===== src/hw/rtl/fopc_pkg.sv =====
// shared types and constants of the fixed-offset packet classifier
`default_nettype none

package fopc_pkg;

  // snippet staging geometry
  localparam int unsigned SNIPPET_BYTES  = 64;
  localparam int unsigned PAYLOAD_OFFSET = 54;
  localparam int unsigned SNIP_AW        = $clog2(SNIPPET_BYTES);

  // byte positions of the header fields
  localparam logic [15:0] POS_ETYPE_HI = 16'd12;
  localparam logic [15:0] POS_ETYPE_LO = 16'd13;
  localparam logic [15:0] POS_PROTO    = 16'd23;
  localparam logic [15:0] POS_SPORT_HI = 16'd34;
  localparam logic [15:0] POS_SPORT_LO = 16'd35;
  localparam logic [15:0] POS_DPORT_HI = 16'd36;
  localparam logic [15:0] POS_DPORT_LO = 16'd37;
  localparam logic [15:0] POS_MAX      = 16'hFFFF;

  localparam logic [15:0] STAGE_LO = 16'(PAYLOAD_OFFSET);
  localparam logic [15:0] STAGE_HI = 16'(PAYLOAD_OFFSET + SNIPPET_BYTES);

  localparam logic [15:0] ETH_HDR_LEN     = 16'd14;
  localparam logic [15:0] MIN_DPORT_LEN   = 16'd38;
  localparam logic [15:0] CAPTURE_MIN_LEN = STAGE_HI;

  localparam logic [15:0] ETH_IPV4  = 16'h0800;
  localparam logic [7:0]  PROTO_TCP = 8'd6;

  // configuration register indexes
  localparam logic [1:0] REG_COUNT_PORT_A = 2'd0;
  localparam logic [1:0] REG_COUNT_PORT_B = 2'd1;
  localparam logic [1:0] REG_CAPTURE_PORT = 2'd2;

  // result kinds
  localparam logic KIND_REPORT  = 1'b0;
  localparam logic KIND_SNIPPET = 1'b1;

  typedef struct packed {
    logic [7:0] frame_byte;
    logic       frame_end;
  } in_word_t;

  typedef struct packed {
    logic        kind;
    logic [15:0] pass_length;
    logic [63:0] hits_port_a;
    logic [63:0] hits_port_b;
    logic        captured;
    logic [5:0]  snippet_index;
    logic [7:0]  snippet_byte;
    logic        run_last;
  } out_word_t;

  typedef struct packed {
    logic [15:0] count_port_a;
    logic [15:0] count_port_b;
    logic [15:0] capture_port;
  } cfg_t;

  typedef struct packed {
    logic [15:0] pass_length;
    logic [63:0] hits_port_a;
    logic [63:0] hits_port_b;
    logic        captured;
  } report_t;

  typedef struct packed {
    logic               en;
    logic [SNIP_AW-1:0] addr;
    logic [7:0]         data;
  } stage_wr_t;

  typedef struct packed {
    logic busy;
    logic can_load;
  } snip_status_t;

endpackage

`default_nettype wire


===== src/hw/rtl/fopc_parse.sv =====
// header field latching, frame qualification and hit counters
`default_nettype none

module fopc_parse import fopc_pkg::*; (
  input  logic      clk,
  input  logic      rst,
  input  logic      accept,
  input  in_word_t  word,
  input  cfg_t      cfg,
  output logic      report_valid,
  output report_t   report,
  output stage_wr_t stage_wr
);

  logic [15:0] byte_position;
  logic [15:0] ether_type;
  logic [7:0]  ip_protocol;
  logic [15:0] source_port;
  logic [15:0] dst_port;
  logic [63:0] count_a;
  logic [63:0] count_b;

  logic [15:0] ether_type_next;
  logic [7:0]  ip_protocol_next;
  logic [15:0] source_port_next;
  logic [15:0] dst_port_next;
  logic [63:0] count_a_next;
  logic [63:0] count_b_next;
  logic [15:0] pos_inc;
  logic        tcp4;
  logic        count_ok;

  always_comb begin
    ether_type_next  = ether_type;
    ip_protocol_next = ip_protocol;
    source_port_next = source_port;
    dst_port_next    = dst_port;
    unique case (byte_position)
      POS_ETYPE_HI: ether_type_next  = {word.frame_byte, ether_type[7:0]};
      POS_ETYPE_LO: ether_type_next  = {ether_type[15:8], word.frame_byte};
      POS_PROTO:    ip_protocol_next = word.frame_byte;
      POS_SPORT_HI: source_port_next = {word.frame_byte, source_port[7:0]};
      POS_SPORT_LO: source_port_next = {source_port[15:8], word.frame_byte};
      POS_DPORT_HI: dst_port_next    = {word.frame_byte, dst_port[7:0]};
      POS_DPORT_LO: dst_port_next    = {dst_port[15:8], word.frame_byte};
      default: ;
    endcase

    // saturating position, also the frame length on the last byte
    pos_inc  = (byte_position == POS_MAX) ? byte_position : byte_position + 16'd1;
    tcp4     = (ether_type_next == ETH_IPV4) && (ip_protocol_next == PROTO_TCP);
    count_ok = tcp4 && (pos_inc >= MIN_DPORT_LEN);

    count_a_next = (count_ok && dst_port_next == cfg.count_port_a) ? count_a + 64'd1 : count_a;
    count_b_next = (count_ok && dst_port_next == cfg.count_port_b) ? count_b + 64'd1 : count_b;

    report.pass_length = (pos_inc < ETH_HDR_LEN) ? 16'd0 : pos_inc;
    report.hits_port_a = count_a_next;
    report.hits_port_b = count_b_next;
    report.captured    = tcp4 && (pos_inc >= CAPTURE_MIN_LEN) &&
                         (source_port_next == cfg.capture_port ||
                          dst_port_next == cfg.capture_port);

    stage_wr.en   = accept && (byte_position >= STAGE_LO) && (byte_position < STAGE_HI);
    stage_wr.addr = SNIP_AW'(byte_position - STAGE_LO);
    stage_wr.data = word.frame_byte;
  end

  assign report_valid = accept && word.frame_end;

  always_ff @(posedge clk) begin
    if (rst) begin
      byte_position <= '0;
      ether_type    <= '0;
      ip_protocol   <= '0;
      source_port   <= '0;
      dst_port      <= '0;
      count_a       <= '0;
      count_b       <= '0;
    end else if (accept) begin
      ether_type  <= ether_type_next;
      ip_protocol <= ip_protocol_next;
      source_port <= source_port_next;
      dst_port    <= dst_port_next;
      if (word.frame_end) begin
        byte_position <= '0;
        count_a       <= count_a_next;
        count_b       <= count_b_next;
      end else begin
        byte_position <= pos_inc;
      end
    end
  end

endmodule

`default_nettype wire


===== src/hw/rtl/fopc_snippet.sv =====
// payload staging memory, snippet sequencer and two-stage result pipe
`default_nettype none

module fopc_snippet import fopc_pkg::*; (
  input  logic         clk,
  input  logic         rst,
  input  stage_wr_t    stage_wr,
  input  logic         report_valid,
  input  report_t      report,
  output snip_status_t status,
  output logic         result_valid,
  input  logic         result_stall,
  output out_word_t    result
);

  localparam logic [SNIP_AW-1:0] LAST_INDEX = SNIP_AW'(SNIPPET_BYTES - 1);

  logic [7:0] stage_mem [SNIPPET_BYTES];
  logic [7:0] mem_q;

  logic               busy;
  logic [SNIP_AW-1:0] seq_index;
  report_t            run_report;

  logic      a_valid;
  out_word_t a_word;
  out_word_t a_word_next;
  out_word_t b_word_next;

  logic               b_free;
  logic               a_can_load;
  logic               a_load;
  logic               a_load_seq;
  logic [SNIP_AW-1:0] rd_addr;

  assign b_free     = !result_valid || !result_stall;
  assign a_can_load = !a_valid || b_free;
  assign a_load_seq = busy && a_can_load;
  assign a_load     = report_valid || a_load_seq;
  assign rd_addr    = a_load_seq ? seq_index : '0;

  assign status.busy     = busy;
  assign status.can_load = a_can_load;

  always_comb begin
    if (a_load_seq) begin
      a_word_next.kind          = KIND_SNIPPET;
      a_word_next.pass_length   = run_report.pass_length;
      a_word_next.hits_port_a   = run_report.hits_port_a;
      a_word_next.hits_port_b   = run_report.hits_port_b;
      a_word_next.captured      = 1'b1;
      a_word_next.snippet_index = 6'(seq_index);
      a_word_next.run_last      = (seq_index == LAST_INDEX);
    end else begin
      a_word_next.kind          = KIND_REPORT;
      a_word_next.pass_length   = report.pass_length;
      a_word_next.hits_port_a   = report.hits_port_a;
      a_word_next.hits_port_b   = report.hits_port_b;
      a_word_next.captured      = report.captured;
      a_word_next.snippet_index = '0;
      a_word_next.run_last      = !report.captured || (SNIPPET_BYTES == 1);
    end
    // filled from the memory read when moving to the output stage
    a_word_next.snippet_byte = '0;
  end

  always_comb begin
    b_word_next              = a_word;
    b_word_next.snippet_byte = a_word.captured ? mem_q : 8'd0;
  end

  // staging memory, one write and one registered read port
  always_ff @(posedge clk) begin
    if (stage_wr.en) begin
      stage_mem[stage_wr.addr] <= stage_wr.data;
    end
    if (a_load) begin
      mem_q <= stage_mem[rd_addr];
    end
  end

  always_ff @(posedge clk) begin
    if (rst) begin
      busy         <= 1'b0;
      seq_index    <= '0;
      a_valid      <= 1'b0;
      result_valid <= 1'b0;
    end else begin
      if (report_valid && report.captured && SNIPPET_BYTES > 1) begin
        busy      <= 1'b1;
        seq_index <= SNIP_AW'(1);
      end else if (a_load_seq) begin
        seq_index <= seq_index + SNIP_AW'(1);
        if (seq_index == LAST_INDEX) begin
          busy <= 1'b0;
        end
      end

      if (a_load) begin
        a_valid <= 1'b1;
      end else if (b_free) begin
        a_valid <= 1'b0;
      end

      if (a_valid && b_free) begin
        result_valid <= 1'b1;
      end else if (!result_stall) begin
        result_valid <= 1'b0;
      end
    end
  end

  // payload registers
  always_ff @(posedge clk) begin
    if (report_valid) begin
      run_report <= report;
    end
    if (a_load) begin
      a_word <= a_word_next;
    end
    if (a_valid && b_free) begin
      result <= b_word_next;
    end
  end

endmodule

`default_nettype wire


===== src/hw/rtl/fixed_offset_packet_classifier.sv =====
// top level of the fixed-offset packet header classifier
`default_nettype none

// Ethernet frame bytes enter one word per cycle on the frame channel, with
// frame_end on the last byte. Header fields are picked out at fixed byte
// positions and payload bytes 54 to 117 are written into a 64-entry staging
// memory. Mid-frame bytes are taken every cycle while no snippet is read out,
// even while a result waits on the result channel. The last byte of a frame
// yields a report word through the stage register (beside the memory read),
// then the result register. When the frame qualifies for capture the report
// carries snippet byte 0 and is followed by 63 snippet words, one per cycle
// unless the result channel stalls, read through the single read port of
// the staging memory; the frame channel is stalled while they are read out.
// A frame end is also stalled while both result stages are full. Registers on
// the cfg channel are always ready; write them only while the block is idle.

module fixed_offset_packet_classifier import fopc_pkg::*; (
  input  logic        clk,
  input  logic        rst,
  // frame byte channel
  input  logic        frame_valid,
  output logic        frame_stall,
  input  in_word_t    frame,
  // result channel
  output logic        result_valid,
  input  logic        result_stall,
  output out_word_t   result,
  // configuration write channel
  input  logic        cfg_valid,
  output logic        cfg_ready,
  input  logic [1:0]  cfg_index,
  input  logic [15:0] cfg_data
);

  cfg_t         cfg;
  logic         frame_accept;
  logic         report_valid;
  report_t      report;
  stage_wr_t    stage_wr;
  snip_status_t status;

  // configuration registers, writes beyond the list fall through
  assign cfg_ready = 1'b1;

  always_ff @(posedge clk) begin
    if (rst) begin
      cfg.count_port_a <= 16'd22;
      cfg.count_port_b <= 16'd443;
      cfg.capture_port <= 16'd8080;
    end else if (cfg_valid && cfg_ready) begin
      unique case (cfg_index)
        REG_COUNT_PORT_A: cfg.count_port_a <= cfg_data;
        REG_COUNT_PORT_B: cfg.count_port_b <= cfg_data;
        REG_CAPTURE_PORT: cfg.capture_port <= cfg_data;
        default: ;
      endcase
    end
  end

  // hold input while a snippet drains, or when a frame end has nowhere to go
  assign frame_stall  = status.busy || (frame.frame_end && !status.can_load);
  assign frame_accept = frame_valid && !frame_stall;

  fopc_parse u_parse (
    .clk          (clk),
    .rst          (rst),
    .accept       (frame_accept),
    .word         (frame),
    .cfg          (cfg),
    .report_valid (report_valid),
    .report       (report),
    .stage_wr     (stage_wr)
  );

  fopc_snippet u_snippet (
    .clk          (clk),
    .rst          (rst),
    .stage_wr     (stage_wr),
    .report_valid (report_valid),
    .report       (report),
    .status       (status),
    .result_valid (result_valid),
    .result_stall (result_stall),
    .result       (result)
  );

  // a report without capture closes its run and carries no snippet byte
  assert property (@(posedge clk) disable iff (rst)
    (result_valid && result.kind == KIND_REPORT && !result.captured) |->
      (result.run_last && result.snippet_byte == 8'd0))
    else $error("uncaptured report not closed");

  // snippet words only belong to captured frames
  assert property (@(posedge clk) disable iff (rst)
    (result_valid && result.kind == KIND_SNIPPET) |->
      (result.captured && result.snippet_index != 6'd0))
    else $error("snippet word outside a capture");

  // the last snippet word closes the run
  assert property (@(posedge clk) disable iff (rst)
    (result_valid && result.kind == KIND_SNIPPET &&
     result.snippet_index == 6'(SNIPPET_BYTES - 1)) |-> result.run_last)
    else $error("snippet run not closed");

  // no frame byte gets in while a snippet is still being read out
  assert property (@(posedge clk) disable iff (rst)
    status.busy |-> !frame_accept && !stage_wr.en)
    else $error("staging memory written during snippet readout");

endmodule

`default_nettype wire


===== config.mk =====
export PLATFORM = sky130hd
export DESIGN_NAME = fixed_offset_packet_classifier
export DESIGN_NICKNAME = d
export VERILOG_FILES = /design/src/hw/rtl/fopc_pkg.sv /design/src/hw/rtl/fopc_parse.sv /design/src/hw/rtl/fopc_snippet.sv /design/src/hw/rtl/fixed_offset_packet_classifier.sv
export SDC_FILE = /design/constraint.sdc
export NUM_CORES = 2
export LEC_CHECK = 0
export BUFFER_PORTS_ARGS = -buffer_cell sky130_fd_sc_hd__buf_2
export CORE_ASPECT_RATIO = 1.1
export CORE_UTILIZATION = 45
export DETAILED_ROUTE_END_ITERATION = 12
export PLACE_DENSITY = 0.69
export SYNTH_ARGS = -nofsm -noshare
export SYNTH_HDL_FRONTEND = slang
export SYNTH_SLANG_ARGS = --single-unit

===== constraint.sdc =====
create_clock -name clk -period 30.7 [get_ports clk]
set_input_delay 1.535 -clock clk [delete_from_list [all_inputs] [get_ports clk]]
set_output_delay 1.535 -clock clk [all_outputs]
set_load 0.005 [all_outputs]

# Word-level counts from Yosys, hierarchy flattened
# Memories as Yosys holds them, arrays and structs flattened. A register that Yosys moved wholly into a read port is not among the register bits.
# Cells that the tools add are included.
dict set report op_classes {
  mux 23
  n_reduce_logical 35
  addsub 5
  eq_ne 18
  n_div 0
  bitwise 0
  shift 0
  order_cmp 5
  multipliers 0
}
# cell n
set op_table {}
lappend op_table {{2-to-1 mux 152 bit} 1}
lappend op_table {{adder 64 x 1 -> 64 bit, second input constant} 2}
lappend op_table {{2-to-1 mux 64 bit} 2}
lappend op_table {{one-hot mux 16 bit (2 select lines)} 3}
lappend op_table {{equality test 16 bit} 4}
lappend op_table {{equality test 16 x 6 -> 1 bit, second input constant} 4}
lappend op_table {{2-to-1 mux 16 bit} 3}
lappend op_table {{equality test 16 x 4 -> 1 bit, second input constant} 2}
lappend op_table {{>= comparator 16 x 6 -> 1 bit, second input constant} 2}
lappend op_table {{adder 16 x 1 -> 16 bit, second input constant} 1}
lappend op_table {{equality test 16 x 12 -> 1 bit, second input constant} 1}
lappend op_table {{equality test 16 bit, second input constant} 1}
lappend op_table {{equality test 16 x 5 -> 1 bit, second input constant} 1}
lappend op_table {{>= comparator 16 x 7 -> 1 bit, second input constant} 1}
lappend op_table {{< comparator 16 x 4 -> 1 bit, second input constant} 1}
lappend op_table {{< comparator 16 x 7 -> 1 bit, second input constant} 1}
lappend op_table {{logical AND 1 bit} 14}
lappend op_table {{2-to-1 mux 1 bit} 12}
lappend op_table {{AND reduction 2 bit} 5}
lappend op_table {{equality test 8 x 3 -> 1 bit, second input constant} 1}
lappend op_table {{2-to-1 mux 8 bit} 1}
lappend op_table {{adder 6 x 1 -> 6 bit, second input constant} 1}
lappend op_table {{equality test 6 bit, second input constant} 1}
lappend op_table {{zero test 1 bit} 6}
lappend op_table {{9 further kinds} 15}
dict set report totals {
  regBits 715
  mem_count 1
  inputBits 32
  wordCells 120
  mem_bits_ro 0
  out_inout_bits 164
  ramBits 512
  latchBits 0
}
# memory depth width read_ports rd_ports_with_merged_regs wr line_no
set mem_list {}
lappend mem_list {u_snippet.stage_mem 64 8 1 1 1 fopc_snippet.sv:18} ;# logic [7:0] stage_mem [SNIPPET_BYTES];

# Longest topological paths before layout
dict set report logic_depth {
  word_depth 12
  ltp_mapped 19
}

# Cells and area by module
# A second synthesis with hierarchy kept.
dict set report unflattened {
  cells_unflattened 4381
  hier_area_um2 53132.2
}
# mod area_each_um2 cells_per_inst instances seq_area_each_um2
set by_module_without_submodules {}
lappend by_module_without_submodules {fopc_snippet 36658.9 2251 1 29548.3}
lappend by_module_without_submodules {fopc_parse 14473.9 1934 1 4003.8}
lappend by_module_without_submodules {fixed_offset_packet_classifier 1999.4 196 1 960.9}

# Worst setup path before layout
# OpenSTA, ideal clock, no wires.
dict set report synth_timing {
  path_type {in2reg}
  from {in result_stall}
  to {reg u_snippet.result[0] (netlist name)}
  stages 1
  required_time_ns 29.774
  t_arrival_ns 13.151
  path_slack_ns 16.623
  setup_ns 0.926
  path_cell_list {a21boi_0}
}
dict set report synth_via {
  elab_chain_cells 3
}
# item line_no
set synth_lines {}
lappend synth_lines {{start: declaration} fixed_offset_packet_classifier.sv:26} ;# input logic result_stall,
lappend synth_lines {{zero test 1 bit} fopc_snippet.sv:36} ;# assign b_free = !result_valid || !result_stall;
lappend synth_lines {{logical OR 1 bit} fopc_snippet.sv:36}
lappend synth_lines {{logical AND 1 bit} fopc_snippet.sv:121} ;# if (a_valid && b_free) begin
# Every way passes these cells.
# A chain may end at the register's enable or synchronous reset.

==> key figures <==
Run status
  • Status: complete, no violations

Worst setup path
  • CP Max Fanout: 73
  • Worst path depth: 12
  • WS Path Type: reg2reg
  • Cell breakdown of the critical path: inv_1 > ha_1 > inv_1 > nand2_1 > o21ai_0 > a21oi_1 > or4_1 > nor4b_4 > buf_4 > nand2_1 > or3_1 > a31oi_1
  • Largest delay contributor family on the critical path: simple AND/OR/NAND/NOR gates
  • WP data required: 31.29 ns
  • Critical Path Max Stage Delay: between 0.6 and 0.7 ns
  • Worst EP arrival: 6.63 ns
  • CP Capture Type: register
  • CP Launch Type: register
  • Buf+Inv Stages, Crit Path: 3
  • Critical-path top delay cell: inv_1
  • Worst reg2reg path depth: 12

Global route
  • Met2 Use GR: 34.28%
  • Total Routing Usage GR: between 20 and 25%
  • Vias in the first global route: around 32k
  • Initial antenna violation count: 2
  • Met1 GRT Util: 29.27%
  • Met3 Use GR: under 10%
  • Gr ovfl total: 0
  • Largest net degree at the start of global routing: ~130
  • First-pass GRT wire length: ~200000 microns
  • GRT Max-Usage Layer: met2

Floorplan
  • Die Span X: around 330 microns
  • IO Count: between 150 and 200
  • Core area: approximately 120000 sq um
  • FP Rows: around 130
  • Die area: about 120000 sq um
  • Starting density of the core: approximately 45%
  • Die Span Y: around 360 microns

Logic synthesis
  • Synth Warn #: 0
  • Commonest cells in the netlist: edfxtp_1 (978), nand2_1 (331), nor2_1 (282), dfxtp_1 (257), clkbuf_1 (180)
  • Synth area leader: edfxtp_1
  • Top_reg_cell synth: edfxtp_1
  • Cell area after synthesis: 52620 sq um
  • Synth top area cells: edfxtp_1 (56%), dfxtp_1 (9.8%), mux2_2 (3.7%), mux4_2 (2.9%), nand2_1 (2.4%)
  • Post-Syn Instances: around 4.0k
  • Register area share after synthesis: 65.59%
  • Number of synthesized flops with an enable pin: 978
  • Unique masters post-synth: 99
  • Count leader, synth: edfxtp_1
  • Ys async rst share: 0%
  • Seq cells post-synth: between 1k and 1.5k
  • Syn Nets: approximately 4.0k
  • Avg Cell Area, Syn: roughly 13 sq um
  • Post-synth top area share: a little under three fifths

Detailed routing
  • Post-route ant nets: 0
  • WL final: around 130000 microns
  • Via count: roughly 34k
  • DRT iter0 DRCs: about 3.4k
  • Via-to-Cell Ratio: between 5 and 6
  • WL/cell: approximately 22 microns
  • Drt drc: 0
  • TritonRoute pass-1 iters: 9

STA
  • Slew HR: between 20 and 25%
  • Hold WS: around 0.38 ns
  • Max Clock Skew: approximately 0.08 ns
  • Measured slew at the worst slew-check pin: between 1 and 1.5 ns
  • # setup viols final: 0
  • Final hold viol count: 0
  • RSZ-0062 raised after global routing: false
  • Max Freq: roughly 170 MHz
  • Setup TNS: 0 ns
  • Post-layout min period: 6.047 ns
  • Period utilization: 19.70%
  • Final Max Tran Viols: 0

Cells and area
  • Area grow syn2layout: 12.14%
  • Post-layout nets: 4154
  • Layout cells sized above 1: 17.99%

CTS
  • CTS sink cnt: between 1k and 1.5k
  • CTS tree: built
  • Post-CTS Setup Bufs: 0
  • H-tree depth: 3
  • Root Buffer: clkbuf_16
  • TritonCTS buffer count: ~120
  • # resized after CTS: 0
  • Worst skew pair latency: slightly below 0.8 ns
  • Clock Pin Slew Worst Setup and Hold Paths: around 0.06 ns
  • Post-CTS Hold Buffers: 0
  • CTS Buffer Depth: 3

Placed design
  • Routability cong.: ~0.9
  • Port buffer count: roughly 190
  • Post-DP HPWL: slightly above 80000 microns

Worst hold path
  • Min-delay worst type: reg2reg
  • Worst hold path depth: 0

Pwr
  • Pwr dens: ~58 nW/um^2
  • Lkg Pwr: between 15 and 20 nW
  • Peak supply drop: 0.05342 mV

Job
  • Max_cap viols: 0
==> area by class of cell <==
| type | instances | area, sq um |
|---|---|---|
| inverters | 59 | 227.7 |
| clock buffers | 143 | 3107 |
| fillers | 9681 | 56870 |
| well taps | 1529 | 1913 |
| clock inverters | 83 | 972.2 |
| repair buffers | 252 | 1425 |
| flip-flops and latches | 1235 | 34520 |
| diodes | 1 | 2.502 |
| multi-input cells | 2448 | 16840 |
==> through the flow <==
| step | instance area (sq um) | util, % | power [mW] | instances | worst slack [ns] |
|---|---|---|---|---|---|
| final | 59010 | 50.92 | 3.428 | 5750 | 24.65 |
| after global routing | 59010 | 50.92 | 3.526 | 5749 | 24.37 |
| after floorplan | 52620 | - | 1.911 | 4002 | 16.62 |
| after CTS | 59010 | 50.92 | 3.458 | 5749 | 24.81 |
| after global placement | 54930 | 47.40 | 1.946 | 5523 | 24.59 |
| after detailed placement | 54930 | 47.40 | 1.948 | 5523 | 24.42 |
==> cells in the final DEF (no fill, tap or decap), types with 24 or more instances in the layout <==
cell / n
edfxtp_1: 978
nand2_1: 328
nor2_1: 282
dfxtp_1: 255
buf_2: 193
mux2_2: 175
nand3_1: 174
a21oi_1: 166
o21ai_0: 119
clkbuf_16: 118
xnor2_1: 86
nor4_1: 78
and3_1: 74
nand4_1: 71
xor2_1: 71
or3_1: 70
mux4_2: 67
a22oi_1: 64
buf_4: 57
o211ai_1: 56
inv_1: 53
a222oi_1: 47
nor3_1: 46
and2_1: 41
a21o_1: 36
a31oi_1: 30
a211oi_1: 29
clkinv_2: 26
clkinv_1: 24
==> cells by family (layout without fill, tap and decap cells) <==
family                     Yosys count  after routing  share of synthesized area, %
muxes                              265            265                         7.053
buffers and inverters              319            537                         2.597
adders and majority gates            8              8                        0.1902
other                                1              2                      0.007127
xor gates and xnor gates           157            157                         2.613
DFF                               1235           1235                         65.59
and+or+nand+nor                   1327           1327                         12.95
AOI/OAI and AO/OA                  690            690                         9.000
==> path summary, 6_finish.rpt <==
| check | end | slack (ns) | start |
|---|---|---|---|
| hold reg to reg | u_snippet.result[63] | 0.38 | u_snippet.a_word[63] |
| setup / recovery | u_snippet.a_word[49] | 24.65 | u_parse.byte_position[1] |
| hold / removal | u_snippet.result[63] | 0.38 | u_snippet.a_word[63] |
| setup reg to reg | u_snippet.a_word[49] | 24.65 | u_parse.byte_position[1] |
==> power breakdown <==
part           internal, mW  total (mW)  switching [mW]
sequential             1.83        1.84          0.0127
combinational        0.0147      0.0703          0.0556
clock                 0.869        1.52           0.647
total                  2.71        3.43           0.715
==> layer usage <==
| layer | vias to the layer above | share of wire [%] |
|---|---|---|
| met5 | - | 0.0062 |
| met4 | 2 | 3.3 |
| met3 | 233 | 6.9 |
| met2 | 1290 | 48 |
| met1 | 16830 | 42 |
| li1 | 15590 | - |
==> state kept, by name, summed over array words and instances (netlist names) <==
| signal | flops |
|---|---|
| u_snippet.seq_index | 6 |
| u_snippet.stage_mem | 512 |
| u_snippet.result | 161 |
| u_parse.byte_position | 16 |
| u_snippet.busy | 1 |
| u_snippet.mem_q | 8 |
| u_parse.count_a | 64 |
| u_snippet.a_word | 153 |
| u_parse.source_port | 16 |
| u_snippet.a_valid | 1 |
| u_snippet.result_valid | 1 |
| u_parse.dst_port | 16 |
| u_parse.ip_protocol | 8 |
| u_snippet.run_report | 144 |
| cfg | 48 |
| u_parse.ether_type | 16 |
| u_parse.count_b | 64 |
(Power assumes the default switching activity.)
